$ cat src/design/tcgs_pkg.sv
`timescale 1ns / 1ps
// ----------------------------------------------------------------------------
// tcgs_pkg: shared types and constants of the atom token splitter
// Token kinds, decoder state and the packed payload structs of both channels.
// ----------------------------------------------------------------------------
package tcgs_pkg;

    localparam int LENGTH_BITS = 25;
    localparam int ACC_BITS    = 24;
    localparam int BYTE_BITS   = 8;

    localparam logic [BYTE_BITS-1:0] EMPTY_ATOM_RESET = 8'hFF;

    typedef enum logic [2:0] {
        KIND_TINY    = 3'd0,
        KIND_SHORT   = 3'd1,
        KIND_MEDIUM  = 3'd2,
        KIND_LONG    = 3'd3,
        KIND_CONTROL = 3'd4
    } t_kind;

    // header byte counts after the start byte of a medium or long atom
    localparam logic [1:0] MEDIUM_HDR_BYTES = 2'd1;
    localparam logic [1:0] LONG_HDR_BYTES   = 2'd3;

    typedef struct packed {
        logic [LENGTH_BITS-1:0] bytes_left;
        logic [1:0]             header_bytes_left;
        logic [ACC_BITS-1:0]    length_accum;
        t_kind                  current_kind;
    } t_state;

    typedef struct packed {
        logic [BYTE_BITS-1:0] in_byte;
        logic                 last_byte;
    } t_in;

    typedef struct packed {
        logic [BYTE_BITS-1:0] out_byte;
        logic                 keep;
        logic                 token_first;
        logic                 token_last;
        logic [2:0]           token_kind;
        logic                 truncated;
        logic                 stream_end;
    } t_out;

endpackage

$ cat src/design/tcgs_decode.sv
`timescale 1ns / 1ps
// ----------------------------------------------------------------------------
// tcgs_decode: per-byte token decode
// Classifies a byte against the current token state and gives the result
// fields and the state after the byte.
// ----------------------------------------------------------------------------
module tcgs_decode (
    input  tcgs_pkg::t_state                   i_state,
    input  tcgs_pkg::t_in                      i_in,
    input  logic [tcgs_pkg::BYTE_BITS-1:0]     i_empty_atom,
    output tcgs_pkg::t_state                   o_state,
    output tcgs_pkg::t_out                     o_res
);
    import tcgs_pkg::*;

    localparam int WIDE_BITS = 33;
    localparam logic [WIDE_BITS-1:0] LEFT_MAX = WIDE_BITS'((64'd1 << LENGTH_BITS) - 64'd1);

    logic [BYTE_BITS-1:0]   b;
    logic                   boundary;
    logic [ACC_BITS-1:0]    shifted_acc;
    logic [WIDE_BITS-1:0]   acc_wide;
    logic [LENGTH_BITS-1:0] sat_len;
    logic                   first;
    logic                   last;
    logic                   keep;
    t_state                 nxt;

    assign b           = i_in.in_byte;
    assign boundary    = (i_state.bytes_left == '0) && (i_state.header_bytes_left == 2'd0);
    assign shifted_acc = {i_state.length_accum[ACC_BITS-BYTE_BITS-1:0], b};
    assign acc_wide    = WIDE_BITS'(shifted_acc);
    // lengths beyond the counter range saturate
    assign sat_len     = (acc_wide > LEFT_MAX) ? LENGTH_BITS'(LEFT_MAX)
                                               : LENGTH_BITS'(acc_wide);

    always_comb begin
        nxt   = i_state;
        first = 1'b0;
        last  = 1'b0;
        keep  = 1'b1;
        if (boundary) begin
            first = 1'b1;
            if (!b[7]) begin
                nxt.current_kind = KIND_TINY;
                last = 1'b1;
            end else if (!b[6]) begin
                nxt.current_kind = KIND_SHORT;
                nxt.bytes_left   = LENGTH_BITS'(b[3:0]);
                last = (b[3:0] == 4'd0);
            end else if (!b[5]) begin
                nxt.current_kind      = KIND_MEDIUM;
                nxt.length_accum      = ACC_BITS'(b[2:0]);
                nxt.header_bytes_left = MEDIUM_HDR_BYTES;
            end else if (!b[4]) begin
                nxt.current_kind      = KIND_LONG;
                nxt.length_accum      = '0;
                nxt.header_bytes_left = LONG_HDR_BYTES;
            end else begin
                nxt.current_kind = KIND_CONTROL;
                last = 1'b1;
            end
            if (last && (b == i_empty_atom)) begin
                keep = 1'b0;
            end
        end else if (i_state.header_bytes_left != 2'd0) begin
            nxt.length_accum      = shifted_acc;
            nxt.header_bytes_left = i_state.header_bytes_left - 2'd1;
            if (i_state.header_bytes_left == 2'd1) begin
                nxt.bytes_left = sat_len;
                last = (sat_len == '0);
            end
        end else begin
            nxt.bytes_left = i_state.bytes_left - LENGTH_BITS'(1);
            last = (i_state.bytes_left == LENGTH_BITS'(1));
        end

        // end of payload puts the parser back at a token boundary
        if (i_in.last_byte) begin
            o_state = '{bytes_left: '0, header_bytes_left: 2'd0,
                        length_accum: '0, current_kind: KIND_TINY};
        end else begin
            o_state = nxt;
        end
    end

    assign o_res.out_byte    = b;
    assign o_res.keep        = keep;
    assign o_res.token_first = first;
    assign o_res.token_last  = last;
    assign o_res.token_kind  = nxt.current_kind;
    assign o_res.truncated   = i_in.last_byte && !last;
    assign o_res.stream_end  = i_in.last_byte;

endmodule

$ cat src/design/tcg_atom_token_splitter.sv
`timescale 1ns / 1ps
// ----------------------------------------------------------------------------
// tcg_atom_token_splitter: TCG storage response token splitter
// Marks token boundaries, kind and empty atoms on a payload byte stream.
// ----------------------------------------------------------------------------
// One byte in, one result out, at one byte per clock while input stall is
// low. Each accepted byte is decoded in the cycle it is taken; its result is
// registered in main, or in the skid register while output stall holds main.
// With this two-entry output register, input stall is a registered signal
// and a byte is still taken while one result waits under output stall. The
// empty atom value is written through the always-ready config port; the user
// must write it only while idle, which the block does not enforce.
module tcg_atom_token_splitter (
    input  logic                               i_clk,
    input  logic                               i_rst_n,
    input  logic                               i_in_valid,
    output logic                               o_in_stall,
    input  tcgs_pkg::t_in                      i_in_data,
    output logic                               o_out_valid,
    input  logic                               i_out_stall,
    output tcgs_pkg::t_out                     o_out_data,
    input  logic                               i_cfg_valid,
    output logic                               o_cfg_ready,
    input  logic [tcgs_pkg::BYTE_BITS-1:0]     i_cfg_data
);
    import tcgs_pkg::*;

    logic [BYTE_BITS-1:0] r_empty_atom;
    t_state               r_state;
    t_state               n_state;
    t_out                 res;
    t_out                 r_out;
    t_out                 n_out;
    logic                 r_out_valid;
    logic                 n_out_valid;
    t_out                 r_skid;
    t_out                 n_skid;
    logic                 r_skid_valid;
    logic                 n_skid_valid;
    logic                 in_xfer;
    logic                 out_xfer;
    logic                 out_free;

    tcgs_decode u_decode (
        .i_state      (r_state),
        .i_in         (i_in_data),
        .i_empty_atom (r_empty_atom),
        .o_state      (n_state),
        .o_res        (res)
    );

    assign in_xfer  = i_in_valid && !r_skid_valid;
    assign out_xfer = r_out_valid && !i_out_stall;
    assign out_free = !r_out_valid || out_xfer;

    always_comb begin
        n_out        = r_out;
        n_out_valid  = r_out_valid;
        n_skid       = r_skid;
        n_skid_valid = r_skid_valid;
        if (out_free) begin
            if (r_skid_valid) begin
                n_out        = r_skid;
                n_out_valid  = 1'b1;
                n_skid_valid = 1'b0;
            end else begin
                n_out       = res;
                n_out_valid = in_xfer;
            end
        end else if (in_xfer) begin
            // main register held by stall, park the new result
            n_skid       = res;
            n_skid_valid = 1'b1;
        end
    end

    always_ff @(posedge i_clk) begin
        if (!i_rst_n) begin
            r_empty_atom <= EMPTY_ATOM_RESET;
            r_state      <= '{bytes_left: '0, header_bytes_left: 2'd0,
                              length_accum: '0, current_kind: KIND_TINY};
            r_out_valid  <= 1'b0;
            r_skid_valid <= 1'b0;
        end else begin
            if (i_cfg_valid) begin
                r_empty_atom <= i_cfg_data;
            end
            if (in_xfer) begin
                r_state <= n_state;
            end
            r_out_valid  <= n_out_valid;
            r_skid_valid <= n_skid_valid;
        end
    end

    always_ff @(posedge i_clk) begin
        r_out  <= n_out;
        r_skid <= n_skid;
    end

    assign o_in_stall  = r_skid_valid;
    assign o_out_valid = r_out_valid;
    assign o_out_data  = r_out;
    assign o_cfg_ready = 1'b1;

`ifndef NO_ASSERTIONS
    a_skid_behind_main: assert property (
        @(posedge i_clk) disable iff (!i_rst_n)
        r_skid_valid |-> r_out_valid
    ) else $error("skid entry held without a main result");

    a_end_clears_state: assert property (
        @(posedge i_clk) disable iff (!i_rst_n)
        (in_xfer && i_in_data.last_byte) |=>
            (r_state.bytes_left == '0 && r_state.header_bytes_left == 2'd0)
    ) else $error("state not at token boundary after end of payload");

    a_header_no_data: assert property (
        @(posedge i_clk) disable iff (!i_rst_n)
        (r_state.header_bytes_left != 2'd0) |-> (r_state.bytes_left == '0)
    ) else $error("data count set while length bytes pending");

    a_drop_single_byte: assert property (
        @(posedge i_clk) disable iff (!i_rst_n)
        (o_out_valid && !o_out_data.keep) |->
            (o_out_data.token_first && o_out_data.token_last)
    ) else $error("dropped byte is not a one-byte token");
`endif

endmodule
$ cat config.mk
export PLATFORM = sky130hd
export DESIGN_NAME = tcg_atom_token_splitter
export DESIGN_NICKNAME = d
export VERILOG_FILES = /design/src/design/tcgs_pkg.sv /design/src/design/tcgs_decode.sv /design/src/design/tcg_atom_token_splitter.sv
export SDC_FILE = /design/constraint.sdc
export NUM_CORES = 1
export LEC_CHECK = 0
export ABC_AREA = 1
export BUFFER_PORTS_ARGS = -buffer_cell sky130_fd_sc_hd__buf_2
export CAP_MARGIN = 20
export CORE_MARGIN = 2
export CORE_UTILIZATION = 60
export CTS_CLUSTER_SIZE = 40
export DETAILED_ROUTE_END_ITERATION = 8
export PLACE_DENSITY = 0.8
export SETUP_SLACK_MARGIN = 0.4
export SLEW_MARGIN = 0
export SYNTH_ARGS = -nofsm -noshare
export SYNTH_HDL_FRONTEND = slang
export SYNTH_SLANG_ARGS = --single-unit
$ cat constraint.sdc
create_clock -name i_clk -period 2.7 [get_ports i_clk]
set_clock_uncertainty 0.15 [all_clocks]
set_input_delay 0.54 -clock i_clk [delete_from_list [all_inputs] [get_ports i_clk]]
set_output_delay 0.54 -clock i_clk [all_outputs]
set_load 0.02 [all_outputs]
### Yosys cells after proc, flatten, opt, wreduce, memory -nomap -nowiden

Index checks and enable logic that the tools add are counted.

* register bits: 88
* bits of input ports: 22
* output and inout port bits: 19
* word-level logic and storage cells: 82

* add/subtract/negate cells: 2
* magnitude comparators: 1
* eq/ne operators: 8
* muxes and demuxes: 28
* bitwise logic cells: 2
* reduce and logical (&&, ||, !) cells: 20

Operators by type and width (count)
* 2-to-1 mux 51 bit: 2
* 2-to-1 mux 25 bit: 4
* 2-to-1 mux 26 bit: 3
* 2-to-1 mux 54 bit: 1
* logical NOT 25 bit: 2
* 2-to-1 mux 29 bit: 1
* == test 25 x 1 -> 1 bit (second input constant): 1
* greater-than comparator 24 x 25 -> 1 bit (second input constant): 1
* subtractor 25 x 1 -> 25 bit (second input constant): 1
* 2-to-1 mux 16 bit: 1
* 2-to-1 mux 1 bit: 12
* 2-to-1 mux 3 bit: 4
* inequality test 3 bit (second input constant): 3
* == test 8 bit: 1
* logical AND 1 bit: 5
* AND reduction 5 bit: 1
* logical NOT 1 bit: 4
* logical NOT 4 bit: 1
* inequality test 4 x 3 -> 1 bit (second input constant): 1
* inequality test 4 bit (second input constant): 1
* AND reduction 4 bit: 1
* nonzero test 3 bit: 1
* == test 2 x 1 -> 1 bit (second input constant): 1
* logical NOT 2 bit: 1
* 6 further kinds: 7

### Logic depth before layout (Yosys ltp)

* word-level depth: 9
* mapped depth: 13
* mapped depth without buffers: 13

### By module

From an unflattened synthesis, not the netlist that was laid out.

* cells, all modules: 1148
* area, all modules: 7402.1 um^2

By module, submodules not included
* tcg_atom_token_splitter: times used 1, cells an instance 478, area an instance 4147.7 um^2, seq. area each 2242.2 um^2
* tcgs_decode: times used 1, cells an instance 670, area an instance 3254.4 um^2, seq. area each 0.0 um^2

### Least setup slack after synthesis

OpenSTA, ideal clock, no wires.

* kind: input port to flip-flop
* start point: input i_out_stall
* end point: register r_skid[0] (netlist name), enable pin
* library setup time: 0.388 ns
* data arrival time: 1.703 ns
* required time: 2.162 ns
* slack: 0.458 ns
* cell stages on the path: 2
* path buffers: 0
* path through: nand2_1 -> nor2_1

* cells in the longest elaborated chain, start to end: 5

Ends and longest elaborated chain
* start, declared: line tcg_atom_token_splitter.sv:20 `input logic i_out_stall,`
* logical NOT 1 bit: line tcg_atom_token_splitter.sv:53 `assign out_xfer = r_out_valid && !i_out_stall;`
* logical AND 1 bit: line tcg_atom_token_splitter.sv:53
* logical OR 1 bit: line tcg_atom_token_splitter.sv:54 `assign out_free = !r_out_valid || out_xfer;`
* inverter 1 bit (no source line)
* AND reduction 2 bit (no source line)
* end signal, assigned: line tcg_atom_token_splitter.sv:98 `r_skid <= n_skid;`
* end, declared: line tcg_atom_token_splitter.sv:36 `t_out r_skid;`

No other way between the ends.
A chain may end at the register's enable or synchronous reset.

### Worst setup path after layout

* start point: register r_state[29] (netlist name)
* end point: register r_state[12] (netlist name)

* cells in the longest elaborated chain, start to end: 4
* elaborated cells on any way between the ends: 9
* those cells by class: eq/ne (3); mux (2); reduce/logical (4)

Ends and longest elaborated chain
* start, declared: line tcg_atom_token_splitter.sv:29 `t_state r_state;`
* start signal, assigned: line tcg_atom_token_splitter.sv:80 `r_state <= '{bytes_left: '0, header_bytes_left: 2'd0,`
* start signal, assigned: line tcg_atom_token_splitter.sv:89 `r_state <= n_state;`
* logical NOT 25 bit (*): line tcgs_decode.sv:30 `assign boundary = (i_state.bytes_left == '0) && (i_state.header_bytes_left == 2'd0);`
* logical AND 1 bit (*): line tcgs_decode.sv:30
* inequality test 4 bit (no source line) (tied with other cells)
* AND reduction 5 bit (no source line) / 2-to-1 mux 54 bit (equally long branches)

Every way passes the cells marked *; elsewhere a longest branch is shown, timed or not.

==> qor.txt <==
Status: finished clean
Final setup fails: 0
DR pass1 iterations: 9
Final hold violation count: 0
Worst hold path endpoint: r_empty_atom[1]
Die width: 95.88 µm
Longest Clk Path Bufs: 2
Ant diodes: 0
Area grow syn2layout: 10.23%
Cts hold-fix bufs: 0
Clock Sinks: 88
Vias in the first global route: 4,367
Worst skew pair latency: 0.37 ns
Worst Reg-to-Reg Cells: 11
DP HPWL: 9.877 mm
# IOs: 41
Commonest non-fill, non-tap cells in the layout: nand2_1 (254), nor2_1 (108), inv_1 (68), nand3_1 (58), dfxtp_1 (56)
Vias: 4,949
Required time worst endpoint: 2.81 ns
Unrepaired setup endpoints after global routing: false
Worst R2R Start: r_state[29]
Max-slew violation count: 0
Gpl congestion: 0.9434
Slowest Stage Delay on Critical Path: 0.37 ns
Global route overflow: 0
Critical path's slowest cell: dfxtp_1
Total track usage: 0.3027
FMAX: 458.0 MHz
HP Class: input pin to flop
Final nets: 804
Setup TNS: 0 ns
Routed WL per cell: 15.04 µm
CTS Buf Count: 9
Num rows: 33
Flops & latches, synth: 88
EDFF count, synth: 32
Post-Synthesis Cells: 740
Via density: 5.579
Min cycle time layout: 2.184 ns
Initial Util: 0.6164
WL final: 13.34 mm
Synth Area per Inst: 6.844 µm²
Critical path fanouts, max: 9
Crit-path most repeated cell: nand2_1
Warnings, synthesis: 0
Commonest non-fill, non-tap cell in the layout: nand2_1
First-pass GRT wire length: 21.15 mm
Hold path startpoint: i_cfg_data[1]
ANT nets after route: 0
Synthesized area: 5065 µm²
Setup CP Type: flop to flop
Main synth FF type: dfxtp_1
Arrival time at the worst endpoint: 2.29 ns
Final Cycle Share: 0.8087
Syn nets: 767
Worst reg2reg endpoint: r_state[12]
Seq/Total Area, Yosys: 0.4111
Die height: 95.88 µm
Die area: 9192 µm²
Port bufs: 39
Root Buffer: clkbuf_8
Initial antenna violation count: 0
Core area: 8217 µm²
R2R setup slack: 0.52 ns
CTS tree: built
Crit path cell chain: inv_1 > ha_1 > nand2_1 > nor3_4 > nand2_4 > nand2_8 > nand2_4 > nor2_2 > nand2_1 > nand2_1 > nor2_1
DRC Markers: 0
Initial DRC count: 444
FFs w/ async S/R, synth: 0
H-Tree Depth: 3
Worst Setup End Kind: flop
Largest net degree at the start of global routing: 27
Critical path startpoint category: flop
Distinct cells, synth: 39
Max Cap Viol: 0
Fraction of layout instances using a drive strength above 1: 0.1432
Worst Hold Path Cells: 3
Clock Pin Slew Worst Setup and Hold Paths: 0.10 ns
[worst max-delay path, delay by kind of cell, from the launching register on]
family / cells / cell delay, ns
buffers and inverters: 1 / 0.14
adders and majority gates: 1 / 0.19
and+or+nand+nor: 9 / 1.23
DFF: 1 / 0.37
[per-stage QoR]
step / setup WS, ns / utilization / area, µm² / hold WS, ns / cells
floorplan: 0.4584 / - / 5065 / 0.2936 / 740
global placement: 0.4716 / 0.6493 / 5335 / 0.3014 / 869
detailed placement: 0.3949 / 0.6493 / 5335 / 0.3056 / 869
CTS: 0.4451 / 0.6718 / 5520 / 0.2253 / 885
global route: 0.4049 / 0.6795 / 5583 / 0.2330 / 887
finish: 0.5165 / 0.6795 / 5583 / 0.2258 / 887
[timing repair]
action,in CTS,in global routing
pin swaps,0,3
endpoints found under the setup margin,1,32
buffers inserted,0,1
cloned,0,1
resized for setup,1,12
[synthesized netlist by cell type, types with 2 or more instances]
master | number | share of area
nor3_1 | 3 | 0.0030
o21ai_0 | 16 | 0.016
a21oi_1 | 24 | 0.024
o21ai_1 | 4 | 0.0040
nand2_4 | 2 | 0.0044
nor2_4 | 4 | 0.0089
inv_1 | 70 | 0.052
clkbuf_1 | 12 | 0.0089
nor2_1 | 110 | 0.082
nand2_1 | 254 | 0.19
and2_1 | 2 | 0.0025
nand4_1 | 19 | 0.023
xor2_1 | 12 | 0.021
nand3_1 | 59 | 0.058
nand3b_1 | 4 | 0.0059
or2_2 | 2 | 0.0025
edfxtp_1 | 32 | 0.19
dfxtp_1 | 56 | 0.22
nand3_4 | 2 | 0.0069
buf_6 | 2 | 0.0044
inv_2 | 2 | 0.0015
buf_2 | 5 | 0.0049
nand3_2 | 2 | 0.0040
ha_1 | 5 | 0.012
nand2_2 | 7 | 0.0086
buf_4 | 4 | 0.0059
nor2_2 | 14 | 0.017
[sequential cells by signal, summed over array words and instances, names as in the netlist]
| register | flops |
|---|---|
| o_out_valid | 1 |
| o_in_stall | 1 |
| o_out_data | 16 |
| r_skid | 16 |
| r_state | 46 |
| r_empty_atom | 8 |
[per-layer routing]
metal,vias up,part of all wire,GRT usage
met4,0,0.026,0.1119
li1,2413,-,-
met1,2259,0.41,0.3993
met2,235,0.47,0.4965
met5,-,0,0
met3,42,0.097,0.05560
[how the worst max path moves through the flow]
stage	slack, ns	endpoint	depth (start not counted)	from
floorplan	0.46	r_skid[0]	2	i_out_stall
global placement	0.47	r_state[45]	11	i_in_valid
detailed placement	0.39	r_state[53]	9	i_in_valid
CTS	0.45	o_out_data[7]	9	r_state[29]
global route	0.40	r_state[50]	9	r_state[29]
finish	0.52	r_state[12]	11	r_state[29]
[logic make-up (layout without fill, tap and decap cells)]
| logic type | after synthesis | after routing | share of synthesized area |
|---|---|---|---|
| simple gates | 486 | 487 | 0.4227 |
| buf+inv | 99 | 140 | 0.08102 |
| flops | 88 | 88 | 0.4111 |
| compound gates | 48 | 48 | 0.04966 |
| xor+xnor | 13 | 13 | 0.02248 |
| fa+ha+maj | 5 | 5 | 0.01235 |
| other cells | 1 | 1 | 0.0007404 |
[cell type report]
class,count,area (µm²)
clock buffer,10,127.6
clock inverter,6,55.05
fill,718,2634
inverter,74,285.3
multi-input combinational,554,2620
sequential,88,2082
tap,105,131.4
timing repair buffer,50,281.5
Power is not shown: default switching activity piles up to over one toggle a cycle in this logic, so the estimate is an artifact.
